**src/sv/rmq_pkg.sv**
```systemverilog
// Shared types and constants for the rotation-matrix-to-quaternion unit.
package rmq_pkg;

  localparam int ELEM_W    = 16;
  localparam int NUM_ELEM  = 9;
  localparam int T_W       = 17;
  localparam int MAG_W     = 17;
  localparam int SQ_W      = 33;
  localparam int RAD_W     = 34;
  localparam int ROOT_W    = 17;
  localparam int DIV_STEPS = 32;
  localparam int DIV_LAT   = DIV_STEPS + 1;
  localparam int SQRT_LAT  = ROOT_W;
  localparam int SIDE_LAT  = DIV_LAT + SQRT_LAT;
  localparam int ONE_Q14   = 16384;

  typedef enum logic [1:0] {
    PATH_TRACE = 2'd0,
    PATH_R00   = 2'd1,
    PATH_R11   = 2'd2,
    PATH_R22   = 2'd3
  } rmq_path_t;

  // Classified item: t value, path, and magnitude/sign of the three pair terms
  // (A = r01/r10, B = r20/r02, C = r12/r21).
  typedef struct packed {
    logic [T_W-1:0]   t;
    rmq_path_t        path;
    logic [2:0]       neg;
    logic [MAG_W-1:0] mag_a;
    logic [MAG_W-1:0] mag_b;
    logic [MAG_W-1:0] mag_c;
  } rmq_item_t;

endpackage

```
**src/sv/rmq_front.sv**
```systemverilog
// Input stage: accepts a matrix, picks the path and forms t and the pair terms.
module rmq_front (
  input  logic                  clk,
  input  logic                  rst,
  input  logic                  in_valid,
  output logic                  in_ready,
  input  logic [143:0]          in_data,
  input  logic                  q_full,
  output logic                  q_push,
  output rmq_pkg::rmq_item_t    q_item
);
  import rmq_pkg::*;

  logic signed [ELEM_W-1:0] r00, r01, r02, r10, r11, r12, r20, r21, r22;
  logic signed [17:0]       diag_sum;
  logic signed [18:0]       t_full;
  rmq_path_t                path_sel;
  logic signed [17:0]       d_a, d_b, d_c;
  logic                     neg_a, neg_b, neg_c;
  rmq_item_t                item_next;
  logic                     f_valid;
  rmq_item_t                f_item;

  assign r00 = in_data[15:0];
  assign r01 = in_data[31:16];
  assign r02 = in_data[47:32];
  assign r10 = in_data[63:48];
  assign r11 = in_data[79:64];
  assign r12 = in_data[95:80];
  assign r20 = in_data[111:96];
  assign r21 = in_data[127:112];
  assign r22 = in_data[143:128];

  always_comb begin
    diag_sum = 18'(r00) + 18'(r11) + 18'(r22);
    if (diag_sum > 0) begin
      path_sel = PATH_TRACE;
      t_full   = 19'(r00) + 19'(r11) + 19'(r22) + 19'(ONE_Q14);
    end else if (r00 > r11 && r00 > r22) begin
      path_sel = PATH_R00;
      t_full   = 19'(r00) - 19'(r11) - 19'(r22) + 19'(ONE_Q14);
    end else if (r11 > r22) begin
      path_sel = PATH_R11;
      t_full   = 19'(r11) - 19'(r00) - 19'(r22) + 19'(ONE_Q14);
    end else begin
      path_sel = PATH_R22;
      t_full   = 19'(r22) - 19'(r00) - 19'(r11) + 19'(ONE_Q14);
    end

    // Difference or sum of each off-diagonal pair, depending on the path.
    d_a = (path_sel == PATH_TRACE || path_sel == PATH_R22) ?
          18'(r01) - 18'(r10) : 18'(r01) + 18'(r10);
    d_b = (path_sel == PATH_TRACE || path_sel == PATH_R11) ?
          18'(r20) - 18'(r02) : 18'(r20) + 18'(r02);
    d_c = (path_sel == PATH_TRACE || path_sel == PATH_R00) ?
          18'(r12) - 18'(r21) : 18'(r12) + 18'(r21);
    neg_a = d_a[17];
    neg_b = d_b[17];
    neg_c = d_c[17];

    item_next.t     = (t_full < 19'sd1) ? T_W'(1) : t_full[T_W-1:0];
    item_next.path  = path_sel;
    item_next.neg   = {neg_c, neg_b, neg_a};
    item_next.mag_a = neg_a ? 17'(-d_a) : d_a[16:0];
    item_next.mag_b = neg_b ? 17'(-d_b) : d_b[16:0];
    item_next.mag_c = neg_c ? 17'(-d_c) : d_c[16:0];
  end

  assign in_ready = !f_valid || !q_full;
  assign q_push   = f_valid && !q_full;
  assign q_item   = f_item;

  always_ff @(posedge clk) begin
    if (rst) begin
      f_valid <= 1'b0;
    end else if (in_valid && in_ready) begin
      f_valid <= 1'b1;
    end else if (q_push) begin
      f_valid <= 1'b0;
    end
    if (in_valid && in_ready) begin
      f_item <= item_next;
    end
  end

endmodule

```
**config.mk**
```make
export PLATFORM = sky130hd
export DESIGN_NAME = rmq_front
export DESIGN_NICKNAME = d
export VERILOG_FILES = /design/src/sv/rmq_pkg.sv /design/src/sv/rmq_front.sv
export SDC_FILE = /design/constraint.sdc
export NUM_CORES = 1
export LEC_CHECK = 0
export ABC_AREA = 1
export ABC_CLOCK_PERIOD_IN_PS = 9700
export BUFFER_PORTS_ARGS = -buffer_cell sky130_fd_sc_hd__buf_2
export CORE_MARGIN = 8
export CORE_UTILIZATION = 50
export DETAILED_ROUTE_END_ITERATION = 7
export PLACE_DENSITY = 0.69
export REMOVE_ABC_BUFFERS = 1
export SLEW_MARGIN = 5
export SYNTH_ARGS = -nofsm -noshare
export SYNTH_HDL_FRONTEND = slang
export SYNTH_SLANG_ARGS = --single-unit
```
**constraint.sdc**
```tcl
create_clock -name clk -period 9.7 [get_ports clk]
set_input_delay 1.455 -clock clk [delete_from_list [all_inputs] [get_ports clk]]
set_output_delay 1.455 -clock clk [all_outputs]
set_load 0.005 [all_outputs]
```
# Word-level counts from Yosys, hierarchy flattened
# Index checks and enable logic that the tools add are counted.
# Widths: inputs -> output; s select.
# totals
reg_bits,74
inputBits,148
output_inout_bits,75
# op_classes
add_sub_neg,23
magnitude_cmp,5
eq_ne,3
mux,14
reduce_logical,11
# ops
cell,n
$sub 16x16->17,6
$add 16x16->17,5
$add 18x16->19 const B,4
$mux 19,3
$mux 18,3
$sub 17x16->18,3
$mux 17,3
$neg 17->17,3
$gt 16x16->1,3
$add 17x16->18,2
$lt 19x2->1 const B,1
$gt 18x1->1 const B,1
$eq 2x2->1 const B,2
$logic_or 1x1->1,4
$mux 2,2
$logic_and 1x1->1,3
$mux 1,3
$eq 2x1->1 const B,1
$logic_not 1->1,2
$logic_not 2->1,1
$reduce_bool 2->1,1

# Longest topological paths before layout
# logic_depth
ltp_word,9
mapped_depth,40
depth_no_buf,39

# Worst setup path before layout
# Ideal clock, no wire load.
# synth_timing
path_kind,input-to-reg
start,input port in_data[2]
end,"register f_item, in the netlist q_item[48] (data pin)"
arrival_ns,6.298
t_required_ns,9.439
setup_slack_ns,3.141
path_stages,34
path_buffers,1
path_cell_list,inv_1 fa_1 inv_1 ha_1 fa_1 nand3_1 nand2_1 inv_1 nand2_1 nand2_1 nand3b_1 nand2_1 nand3_2 nor2_2 nand3_4 nand2_8 nand2_4 clkbuf_1 nor2_1 xor2_1 ha_1 a21oi_1 nand2_1 a21boi_0 o21ai_0 nand3_1 nand2_1 xor2_1 or2_2 nor2_1 nand3_1 xor2_1 nand2_1 o21ai_2
# synth_lines
element,line_no,source
"start, declared",rmq_front.sv:7,"input logic [143:0] in_data,"
"end signal, assigned",rmq_front.sv:82,f_item <= item_next;
"end, declared",rmq_front.sv:22,rmq_item_t f_item;

==> flow_metrics.env <==
export IMPL_finalHoldViolations=0
export IMPL_grt_use_total=0.239
export IMPL_postCtsHoldBufs=0
export IMPL_ys_flop_type="edfxtp_1"
export IMPL_ys_warn_count=0
export IMPL_power_per_cell_area_nw_per_um2=200
export IMPL_holdWs_ns=0.547
export IMPL_hpwlAfterDp_microns=41500
export IMPL_nets=3027
export IMPL_power_share_sequential=0.160
export IMPL_area_growth_syn_to_layout_pct=11.6
export IMPL_maxSlewViolCount=0
export IMPL_p_switching_mw=1.90
export IMPL_finClkSkew_ns=0.00718
export IMPL_final_cell_mix="nand2_1, inv_1, ha_1"
export IMPL_cts_tree="built"
export IMPL_ant_nets=0
export IMPL_rows=66
export IMPL_cts_buffers=9
export IMPL_layout_commonest_cell="nand2_1"
export IMPL_crit_type="primary input to flop"
export IMPL_swShare=0.519
export IMPL_wl_microns=47500
export IMPL_numPortBuffers=222
export IMPL_layout_drive_gt1_share=0.122
export IMPL_hold_path_class="flop to flop"
export IMPL_overflow=0
export IMPL_min_period_ns=7.53
export IMPL_p_int_mw=1.76
export IMPL_dr_first_iter_drc_count=904
export IMPL_clockRootBuffer="clkbuf_16"
export IMPL_die_x_microns=197
export IMPL_setup_viol=0
export IMPL_cp_arrival_ns=7.61
export IMPL_cts_resized=0
export IMPL_synthesis_area_sq_um=16300
export IMPL_tightest_slew_ns=0.959
export IMPL_yosysSeqAreaShare=0.135
export IMPL_wire_per_inst_microns=16.0
export IMPL_start_util=0.505
export IMPL_worst_path_largest_cell_delay_ns=0.62
export IMPL_report_power_total_mw=3.65
export IMPL_fin_tns_setup_ns=0
export IMPL_cap_violations=0
export IMPL_required_ns=9.78
export IMPL_grt_pass1_wl_microns=75900
export IMPL_postSynthAreaPerCell_sq_um=7.09
export IMPL_grt_pass1_vias=15200
export IMPL_core_area_sq_um=32400
export IMPL_ir_worst_vdd_uv=123
export IMPL_worstPathMaxFanout=23
export IMPL_clkPwrFrac=0.104
export IMPL_ios=223
export IMPL_clock_latency_ns=0.34
export IMPL_yosysUniqueCellTypes=56
export IMPL_cts_setup_buffers=0
export IMPL_vias=15300
export IMPL_ys_async_sr_fraction=0
export IMPL_grt_antenna_before_repair=0
export IMPL_cp_slowest_cell="fa_1"
export IMPL_rsz0062_at_grt="false"
export IMPL_cts_clk_slew_worst_paths_ns=0.05
export IMPL_diodes=0
export IMPL_dr_pass1_iters=5
export IMPL_synthCells=2306
export IMPL_synth_seq_cells=74
export IMPL_numClockSinks=74
export IMPL_end_kind="flop"
export IMPL_place_gp_congestion=0.951
export IMPL_fin_crit_sh=0.777
export IMPL_max_freq_ghz=0.133
export IMPL_synth_edf_count=73
export IMPL_power_leakage_nw=9.90
export IMPL_htreeDepth=3
export IMPL_cp_start_kind="primary input"
export IMPL_via_per_inst=5.16
export IMPL_p_comb_frac=0.736
export IMPL_n_fill_cell=3255
export IMPL_status="finished clean"
export IMPL_cts_path_max_buffers=2
export IMPL_grt_max_degree=74
export IMPL_slew_headroom=0.359
export IMPL_drc=0
export IMPL_die_area_sq_um=38700
export IMPL_dieHeight_microns=197
-- through the flow --
stage	util	std cells	setup WS, ns	area [sq um]
after detailed placement	0.553	2954	1.84	17900
after global routing	0.563	2970	1.59	18200
final	0.563	2970	2.17	18200
after floorplan	-	2287	3.14	16200
after CTS	0.563	2970	2.21	18200
after global placement	0.553	2954	1.89	17900
-- cells in the mapped netlist, types with 3 or more instances --
cell       number  area [sq um]
buf_4           5          37.5
nand2_2        14          87.6
fa_1           83          1660
o21bai_1       13          97.6
buf_2           3          15.0
nand4_1        24           150
nor2_2         15          93.8
a21boi_0        7          52.6
nand2_1       535          2010
or2_2           5          31.3
a21oi_1       142           711
o21ai_0        70           350
nand3b_1       16           120
nor3_1         36           180
inv_2           3          11.3
o2111ai_1       5          43.8
inv_1         373          1400
nor2_1        187           702
a21o_1          9          67.6
nor4_1          6          37.5
edfxtp_1       73          2190
o21ai_2         7          61.3
xor2_1        105           920
clkbuf_1        6          22.5
nand3_1       165           826
o21ai_1        28           140
or2_0           3          18.8
nand3_2         4          40.0
nand2_4         9           101
ha_1          273          3420
xnor2_1        46           403
a31oi_1         5          31.3
-- path summary, 6_finish.rpt --
kind / start / endpoint / slack, ns / cells past startpoint
setup / recovery: in_data[7] / q_item[45] / 2.17 / 30
setup reg to reg: f_valid / q_item[33] / 8.09 / 2
hold / removal: f_valid / f_valid / 0.55 / 2
hold reg to reg: f_valid / f_valid / 0.55 / 2
-- state kept, by name (all words and copies together), names as in the netlist --
register,count
f_valid,1
q_item,73
-- cell type report --
cell class | count | area, sq um | area share
multi-input cells | 1833 | 12600 | 0.688
flip-flops and latches | 74 | 2210 | 0.121
inverters | 380 | 1440 | 0.0790
repair buffers | 225 | 1130 | 0.0621
well taps | 442 | 553 | 0.0303
clock buffers | 9 | 225 | 0.0123
clock inverters | 7 | 118 | 0.00645
-- power groups by stage --
stage | combinational (mW) | sequential, mW | clock (mW)
after detailed placement | 2.66 | 0.589 | 0
after CTS | 2.68 | 0.582 | 0.389
after global routing | 3.04 | 0.593 | 0.401
final | 2.69 | 0.583 | 0.381
after floorplan | 1.92 | 0.593 | 0
after global placement | 2.63 | 0.586 | 0
-- metal layers --
metal | track usage | vias up | share of wire
li1 | - | 7821 | -
met1 | 0.304 | 7047 | 0.44
met2 | 0.423 | 405 | 0.47
met3 | 0.0211 | 62 | 0.053
met4 | 0.0786 | 0 | 0.030
met5 | 0 | - | 0
-- critical path: cells and delay by family --
kind / cells / cell delay, ns
compound gates: 7 / 1.27
simple gates: 12 / 1.75
fa+ha+maj: 4 / 1.75
buf+inv: 5 / 0.75
xor+xnor: 2 / 0.59
-- cell families (layout without fill, tap and decap cells) --
family / after synthesis / in the layout / synth area share
AND/OR/NAND/NOR: 1027 / 1027 / 0.274
AO/OA/AOI/OAI: 299 / 299 / 0.101
buffers and inverters: 399 / 621 / 0.0972
adder cells (fa/ha/maj): 356 / 356 / 0.311
flip-flops: 74 / 74 / 0.135
XOR/XNOR: 151 / 151 / 0.0809
No activity file was read; power rests on OpenSTA's default activity.
