$ cat src/sv/rmq_pkg.sv
// Shared types and constants for the rotation-matrix-to-quaternion unit.
package rmq_pkg;

  localparam int ELEM_W    = 16;
  localparam int NUM_ELEM  = 9;
  localparam int T_W       = 17;
  localparam int MAG_W     = 17;
  localparam int SQ_W      = 33;
  localparam int RAD_W     = 34;
  localparam int ROOT_W    = 17;
  localparam int DIV_STEPS = 32;
  localparam int DIV_LAT   = DIV_STEPS + 1;
  localparam int SQRT_LAT  = ROOT_W;
  localparam int SIDE_LAT  = DIV_LAT + SQRT_LAT;
  localparam int ONE_Q14   = 16384;

  typedef enum logic [1:0] {
    PATH_TRACE = 2'd0,
    PATH_R00   = 2'd1,
    PATH_R11   = 2'd2,
    PATH_R22   = 2'd3
  } rmq_path_t;

  // Classified item: t value, path, and magnitude/sign of the three pair terms
  // (A = r01/r10, B = r20/r02, C = r12/r21).
  typedef struct packed {
    logic [T_W-1:0]   t;
    rmq_path_t        path;
    logic [2:0]       neg;
    logic [MAG_W-1:0] mag_a;
    logic [MAG_W-1:0] mag_b;
    logic [MAG_W-1:0] mag_c;
  } rmq_item_t;

endpackage

$ cat src/sv/rmq_queue.sv
// Small register queue between the classifier and the arithmetic pipeline.
module rmq_queue (
  input  logic               clk,
  input  logic               rst,
  input  logic               push,
  input  rmq_pkg::rmq_item_t push_item,
  output logic               full,
  input  logic               pop,
  output logic               empty,
  output rmq_pkg::rmq_item_t head
);
  import rmq_pkg::*;

  localparam int DEPTH = 4;

  rmq_item_t  slots [DEPTH];
  logic [1:0] wr_ptr, rd_ptr;
  logic [2:0] count;

  assign full  = (count == 3'(DEPTH));
  assign empty = (count == 3'd0);
  assign head  = slots[rd_ptr];

  always_ff @(posedge clk) begin
    if (rst) begin
      wr_ptr <= '0;
      rd_ptr <= '0;
      count  <= '0;
    end else begin
      if (push) begin
        wr_ptr <= wr_ptr + 2'd1;
      end
      if (pop) begin
        rd_ptr <= rd_ptr + 2'd1;
      end
      if (push && !pop) begin
        count <= count + 3'd1;
      end else if (pop && !push) begin
        count <= count - 3'd1;
      end
    end
    if (push) begin
      slots[wr_ptr] <= push_item;
    end
  end

endmodule

$ cat config.mk
export PLATFORM = sky130hd
export DESIGN_NAME = rmq_queue
export DESIGN_NICKNAME = d
export VERILOG_FILES = /design/src/sv/rmq_pkg.sv /design/src/sv/rmq_queue.sv
export SDC_FILE = /design/constraint.sdc
export NUM_CORES = 1
export LEC_CHECK = 0
export BUFFER_PORTS_ARGS = -buffer_cell sky130_fd_sc_hd__buf_2
export CORE_MARGIN = 4
export CORE_UTILIZATION = 35
export DETAILED_ROUTE_END_ITERATION = 10
export GPL_TIMING_DRIVEN = 0
export PLACE_DENSITY = 0.51
export RECOVER_POWER = 100
export SETUP_SLACK_MARGIN = 0.3
export SLEW_MARGIN = 20
export SYNTH_ARGS = -nofsm -noshare
export SYNTH_HDL_FRONTEND = slang
export SYNTH_SLANG_ARGS = --single-unit
$ cat constraint.sdc
create_clock -name clk -period 3.5 [get_ports clk]
set_clock_uncertainty 0.2 [all_clocks]
set_input_delay 0.7 -clock clk [delete_from_list [all_inputs] [get_ports clk]]
set_output_delay 0.7 -clock clk [all_outputs]
set_load 0.1 [all_outputs]
* Word level (Yosys, flattened, before mapping)
Memories as Yosys holds them, arrays and structs flattened. A register that Yosys moved wholly into a read port is not among the register bits.
Index checks and enable logic that the tools add are counted.
** Word-level totals
- Word-level logic and storage cells :: 21
- RAM bits :: 292
- Register bits after elaboration :: 7
- Memories :: 1
- Input bits :: 77
- Output and inout bits :: 75
- Memory bits (read-only) :: 0
- Latch bits :: 0
** Memories
- slots :: depth 4, bits a word 73, read ports 1, clocked after memory_dff 1, wr ports 1, line rmq_queue.sv:16 : rmq_item_t slots [DEPTH];
** Operators by class
- Shift-type cells :: 0
- Multipliers :: 0
- $lt $le $gt $ge :: 0
- Bitwise gates (word level) :: 0
- Divide/modulo/power cells :: 0
- Reductions and logical operators :: 6
- Mux-type cells :: 6
- $add $sub $neg :: 4
- Equality and inequality tests :: 1
** Operators with widths (number)
- 3-bit two-way mux :: 2
- 2-bit by 1-bit adder with 2-bit output, second input constant :: 2
- 2-bit two-way mux :: 2
- 3-bit by 1-bit adder with 3-bit output, second input constant :: 1
- 3-bit == test, second input constant :: 1
- 3-bit logical NOT :: 1
- 3-bit by 1-bit subtractor with 3-bit output, second input constant :: 1
- 1-bit logical AND :: 2
- 1-bit logical NOT :: 2
- 1-bit two-way mux :: 2
- 2-bit nonzero test :: 1

* Depth between registers and ports, before layout
Gate-level depths: netlist of run 1.
- Depth after elaboration :: 4
- Gate-level depth with buffers :: 7
- Gate-level depth less buffers :: 7

* Worst setup path before layout of run 1
No wires, ideal clock.
- Kind :: reg2out
- From :: reg count[1]
- To :: out full
- Buffers on the path :: 0
- Arrival :: 2552 ps
- Path slack :: 48 ps
- Stages on the path, launching flop included :: 2
- Required time :: 2600 ps
- Cells stage by stage :: dfxtp_1 nor3b_1
** Between the ends
- Cells in the longest elaborated chain, start to end :: 1
** Ends and longest elaborated chain
- from (decl) :: line rmq_queue.sv:18 : logic [2:0] count;
- from (signal assigned) :: line rmq_queue.sv:37 : count <= count + 3'd1;
- from (signal assigned) :: line rmq_queue.sv:39 : count <= count - 3'd1;
- 3-bit == test :: line rmq_queue.sv:20 : assign full = (count == 3'(DEPTH));
- to (decl) :: line rmq_queue.sv:7 : output logic full,
Every way passes these cells.

==> results.sh, run 1 <==
export IMPL_synth_area_um2=11000
export IMPL_setup_violations=0
export IMPL_wirelength_um=20700
export IMPL_yosysWarningCount=0
export IMPL_io_pins=152
export IMPL_clkLatencyLatePin_ns=0.49
export IMPL_detail_route_drc_violations=0
export IMPL_status="finished, violations left"
export IMPL_p_leak_nw=4.34
export IMPL_io_buffer_count=150
export IMPL_cts_root_buf="clkbuf_16"
export IMPL_avgSynthCellArea_um2=26.0
export IMPL_end_kind="primary output"
export IMPL_critPathRequiredTime_ns=2.60
export IMPL_final_cell_mix="292 x edfxtp_1, 84 x clkbuf_1, 74 x clkbuf_2"
export IMPL_ys_seq_elements=301
export IMPL_drive_gt1_share_pct=33.4
export IMPL_hold_viol_final=0
export IMPL_vias_per_cell=4.76
export IMPL_gp_routability_congestion=0.699
export IMPL_worstPathMaxFanout=10
export IMPL_core_um2=30800
export IMPL_netlist_area_leader_share_pct=79.4
export IMPL_violations="max-capacitance violations, max-slew violations"
export IMPL_cts_tree="built"
export IMPL_syn_inst=425
export IMPL_grt_usage_pct=12.1
export IMPL_tns_ns=0
export IMPL_routed_wl_met3_um=1280
export IMPL_reg2reg_slack_ns=0.45
export IMPL_n_fill_cell=2663
export IMPL_hold_slack_ns=0.262
export IMPL_maxCapViolCount=4
export IMPL_layout_commonest_cell="edfxtp_1"
export IMPL_cts_sinks=301
export IMPL_multi_input_area_um2=1890
export IMPL_wl_met1_um=8350
export IMPL_vdd_drop_max_mv=0.457
export IMPL_fin_area_um2=13300
export IMPL_relSlewSlack_pct=-43.1
export IMPL_post_cts_repair_setup_buffers=0
export IMPL_ys_top_cells_by_area="edfxtp_1 79%, mux4_2 15%, dfxtp_1 1.6%"
export IMPL_ant_nets=0
export IMPL_min_period_over_period_pct=90.1
export IMPL_cp_start_kind="flop"
export IMPL_seq_area_um2=8950
export IMPL_clk_pin_slew_ns=0.05
export IMPL_highest_layer="met5"
export IMPL_synth_nets=508
export IMPL_cts_resized_gates=0
export IMPL_gr_total_overflow=0
export IMPL_netlist_cell_type_count=23
export IMPL_routed_wl_met2_um=10500
export IMPL_fp_dieH_um=186
export IMPL_cts_buffers=34
export IMPL_start_util_pct=35.8
export IMPL_die_w_um=186
export IMPL_grt_max_degree=41
export IMPL_hold_path_class="input port to flop"
export IMPL_yosysSeqAreaShare_pct=81.1
export IMPL_antennaDiodeCount=0
export IMPL_dieArea_um2=34400
export IMPL_syn2layout_area_growth_pct=20.9
export IMPL_row_count=64
export IMPL_cts_max_level=2
export IMPL_post_dp_hpwl_um=12700
export IMPL_min_period_ns=3.15
export IMPL_clockBufferDepth=3
export IMPL_dr_pass1_iters=4
export IMPL_post_dp_cell_area_um2=12400
export IMPL_max_freq_ghz=0.317
export IMPL_rsz0062_at_grt="no"
export IMPL_antenna_found_initial=2
export IMPL_fin_nets=698
export IMPL_grt_pass1_wl_um=31600
export IMPL_wl_per_cell_um=20.1
export IMPL_ctsHoldBuffers=0
export IMPL_critPathKind="flop to primary output"
export IMPL_finalMaxSlewViolations=144
export IMPL_yosys_area_top_type="edfxtp_1"
export IMPL_critPathArrivalTime_ns=2.25
export IMPL_powerDensity_nw_per_um2=686
export IMPL_drt_initial_drc_count=226
export IMPL_tightest_slew_ns=2.15
export IMPL_grt_pass1_vias=5411
export IMPL_vias=4913
-- flip-flops by register name, summed over array words and instances (netlist names), named ones only --
name	cells
slots	292
rd_ptr	2
count	3
wr_ptr	2
-- path summary, 6_finish.rpt --
path                               startpoint           end  cells after the start
worst max-delay path                     flop      head[47]                      4
worst min-delay path            push_item[25]  slots[3][25]                      1
worst min register to register       count[2]      count[2]                      2
worst max register to register      wr_ptr[0]  slots[2][72]                      4
-- synth_stat cells (all sizes together) --
master    n
dfxtp     9
buf      15
or3       1
edfxtp  292
nand2     1
clkbuf    2
fa        1
xor2      3
xnor2     2
nor3      1
ha        5
nor2      7
o21ai     1
mux4     73
inv       4
mux2i     2
nor3b     1
and2      4
a21oi     1
-- cells by family after synthesis --
| family | count (synthesis) | synth area share [%] |
|---|---|---|
| fa+ha+maj | 6 | 0.748 |
| xor+xnor | 5 | 0.397 |
| simple gates | 15 | 0.669 |
| flops | 301 | 81.1 |
| compound gates | 2 | 0.0906 |
| buf+inv | 21 | 1.90 |
| mux | 75 | 15.1 |
-- routing by layer --
layer / global-route usage, % / vias to the layer above
met5: 0 / -
li1: - / 2201
met3: 3.44 / 45
met1: 15.0 / 2535
met4: 3.73 / 4
met2: 20.8 / 128
-- power by group --
part / total [mW] / switching (mW) / internal, mW
registers: 4.18 / 0.0416 / 4.14
clock network: 3.25 / 1.30 / 1.95
logic: 1.72 / 1.36 / 0.367
total: 9.15 / 2.70 / 6.46
-- metrics by stage --
step	total power, mW	util (%)	instances	worst slack [ns]
final	9.15	43.3	1033	0.345
after global routing	9.52	43.3	1033	0.215
after CTS	9.32	43.6	1033	0.319
after detailed placement	6.02	40.3	975	0.866
after global placement	6.00	39.9	971	-1.28
after floorplan	5.69	-	425	0.454
-- area by class of cell --
class / instances / area share (%)
plain buffers: 17 / 1.46
clock buffers: 44 / 6.97
clock inverters: 14 / 0.759
inverters: 4 / 0.112
multi-input cells: 103 / 14.1
flip-flops and latches: 301 / 67.0
well taps: 396 / 3.71
repair buffers: 154 / 5.79
-- worst max-delay path, cell delays in order (launching register included) --
cell      delay [ns]
dfxtp_1         0.30
clkbuf_2        0.32
clkbuf_2        0.37
mux4_2          0.37
clkbuf_2        0.39
No activity file was read; power rests on OpenSTA's default activity.
==> run 2, diff against run 1 <==
==> constraint.sdc (replaced) <==
create_clock -name clk -period 3.5 [get_ports clk]
set_clock_uncertainty 0.2 [all_clocks]
set_input_delay 0.175 -clock clk [delete_from_list [all_inputs] [get_ports clk]]
set_output_delay 0.175 -clock clk [all_outputs]
set_load 0.1 [all_outputs]
==> run 2 against run 1 <==
Against the previous run:
- the run now ends clean
- sequential cell count did not move
- largest power group unchanged
- maximum frequency rose by 5.5%
- highest routed layer is now met4
- clock power barely moved
==> results.sh, run 2 (synthesis gave the netlist of run 1 again) <==
export IMPL_cts_sinks=301
export IMPL_clkLatencyLatePin_ns=0.48
export IMPL_dr_pass1_iters=4
export IMPL_tightest_slew_ns=1.27
export IMPL_top_regs="slots (292), count (3)"
export IMPL_gr_total_overflow=0
export IMPL_drt_initial_drc_count=251
export IMPL_maxCapViolCount=0
export IMPL_drive_gt1_share_pct=22.5
export IMPL_status="completed"
export IMPL_hold_path_class="input port to flop"
export IMPL_post_dp_hpwl_um=12800
export IMPL_grt_max_degree=39
export IMPL_io_buffer_count=150
export IMPL_finalMaxSlewViolations=0
export IMPL_vias=5232
export IMPL_cp_slowest_cell="clkbuf_1"
export IMPL_path_buf_inv=3
export IMPL_max_freq_ghz=0.334
export IMPL_reg2reg_slack_ns=0.74
export IMPL_grt_usage_pct=12.2
export IMPL_p_leak_nw=4.48
export IMPL_grt_pass1_vias=5845
export IMPL_cp_start_kind="flop"
export IMPL_fin_nets=775
export IMPL_wl_per_cell_um=18.9
export IMPL_antennaDiodeCount=0
export IMPL_dieArea_um2=34400
export IMPL_cts_buffers=34
export IMPL_critPathKind="flop to primary output"
export IMPL_start_util_pct=35.8
export IMPL_syn2layout_area_growth_pct=26.5
export IMPL_row_count=64
export IMPL_cts_root_buf="clkbuf_16"
export IMPL_post_cts_repair_setup_buffers=0
export IMPL_post_dp_cell_area_um2=12400
export IMPL_largest_reg_flops=292
export IMPL_grt_pass1_wl_um=32100
export IMPL_vias_per_cell=4.70
export IMPL_crit_family="buffers and inverters"
export IMPL_critPathMaxStageDelay_ns=0.87
export IMPL_end_kind="primary output"
export IMPL_min_period_ns=2.99
export IMPL_setup_violations=0
export IMPL_final_cell_mix="292 x edfxtp_1, 142 x clkbuf_1, 77 x dlygate4sd3_1"
export IMPL_relSlewSlack_pct=15.9
export IMPL_fp_dieH_um=186
export IMPL_powerDensity_nw_per_um2=658
export IMPL_core_um2=30800
export IMPL_min_period_over_period_pct=85.4
export IMPL_die_w_um=186
export IMPL_clk_pin_slew_ns=0.05
export IMPL_detail_route_drc_violations=0
export IMPL_wirelength_um=21000
export IMPL_fin_area_um2=14000
export IMPL_gp_routability_congestion=0.709
export IMPL_tns_ns=0
export IMPL_regMostFlops="slots"
export IMPL_hold_viol_final=0
export IMPL_antenna_found_initial=0
export IMPL_rsz0062_at_grt="no"
export IMPL_clockBufferDepth=3
export IMPL_cts_tree="built"
export IMPL_vdd_drop_max_mv=0.383
export IMPL_worstPathCellList="clkbuf_2, buf_2, mux4_2, clkbuf_1"
export IMPL_critPathRequiredTime_ns=3.12
export IMPL_layout_commonest_cell="edfxtp_1"
export IMPL_ant_nets=0
export IMPL_critPathArrivalTime_ns=2.62
export IMPL_cts_max_level=2
export IMPL_worstPathMaxFanout=10
export IMPL_io_pins=152
==> run 2: worst paths after layout <==
path | start | to | cells past startpoint
worst min-delay path | push_item[46] | slots[0][46] | 2
worst max register to register | wr_ptr[0] | slots[1][8] | 3
worst min register to register | count[2] | count[2] | 2
worst max-delay path | flop | head[57] | 4
==> run 2: metrics by stage <==
stage	power [mW]	worst slack [ns]	std cells	hold slack [ns]	utilization (%)
2_1_floorplan	5.69	0.573	425	0.0739	-
3_3_place_gp	5.99	-0.839	971	0.184	39.8
3_5_place_dp	6.02	1.39	975	0.192	40.2
4_1_cts	9.38	0.858	1113	0.192	46.1
5_1_grt	9.55	0.404	1113	0.278	45.3
6_report	9.19	0.510	1113	0.273	45.3
==> run 2: layout make-up <==
type	count	area, um^2
buffer	17	195
clock buffer	49	981
clock inverter	12	58.8
fill	2672	16900
inverter	4	15.0
multi-input combinational	103	1890
sequential	301	8950
tap	396	495
timing repair buffer	231	1380
==> run 2: timing repair <==
action,in CTS,in global routing
gates resized for setup,0,0
hold buffers,77,0
setup endpoints to repair,0,0
endpoints found under the hold margin,301,0
==> run 2: worst reg2reg max path, delay by kind of cell (launching register included) <==
kind / cells / cell delay, ns
adders and majority gates: 1 / 0.19
buffers and inverters: 1 / 1.02
DFF: 1 / 0.40
and+or+nand+nor: 1 / 0.51
==> run 2: power by group <==
| group | internal (mW) | switching [mW] |
|---|---|---|
| clock network | 1.95 | 1.31 |
| registers | 4.14 | 0.0405 |
| logic | 0.386 | 1.37 |
| total | 6.48 | 2.71 |
==> run 2: layer usage <==
layer	track usage (%)	vias to the layer above	share of wire [%]
met5	0	-	0
met4	3.73	0	2.4
met3	3.26	43	6.5
met2	21.3	151	52
met1	14.9	2682	40
li1	-	2356	-
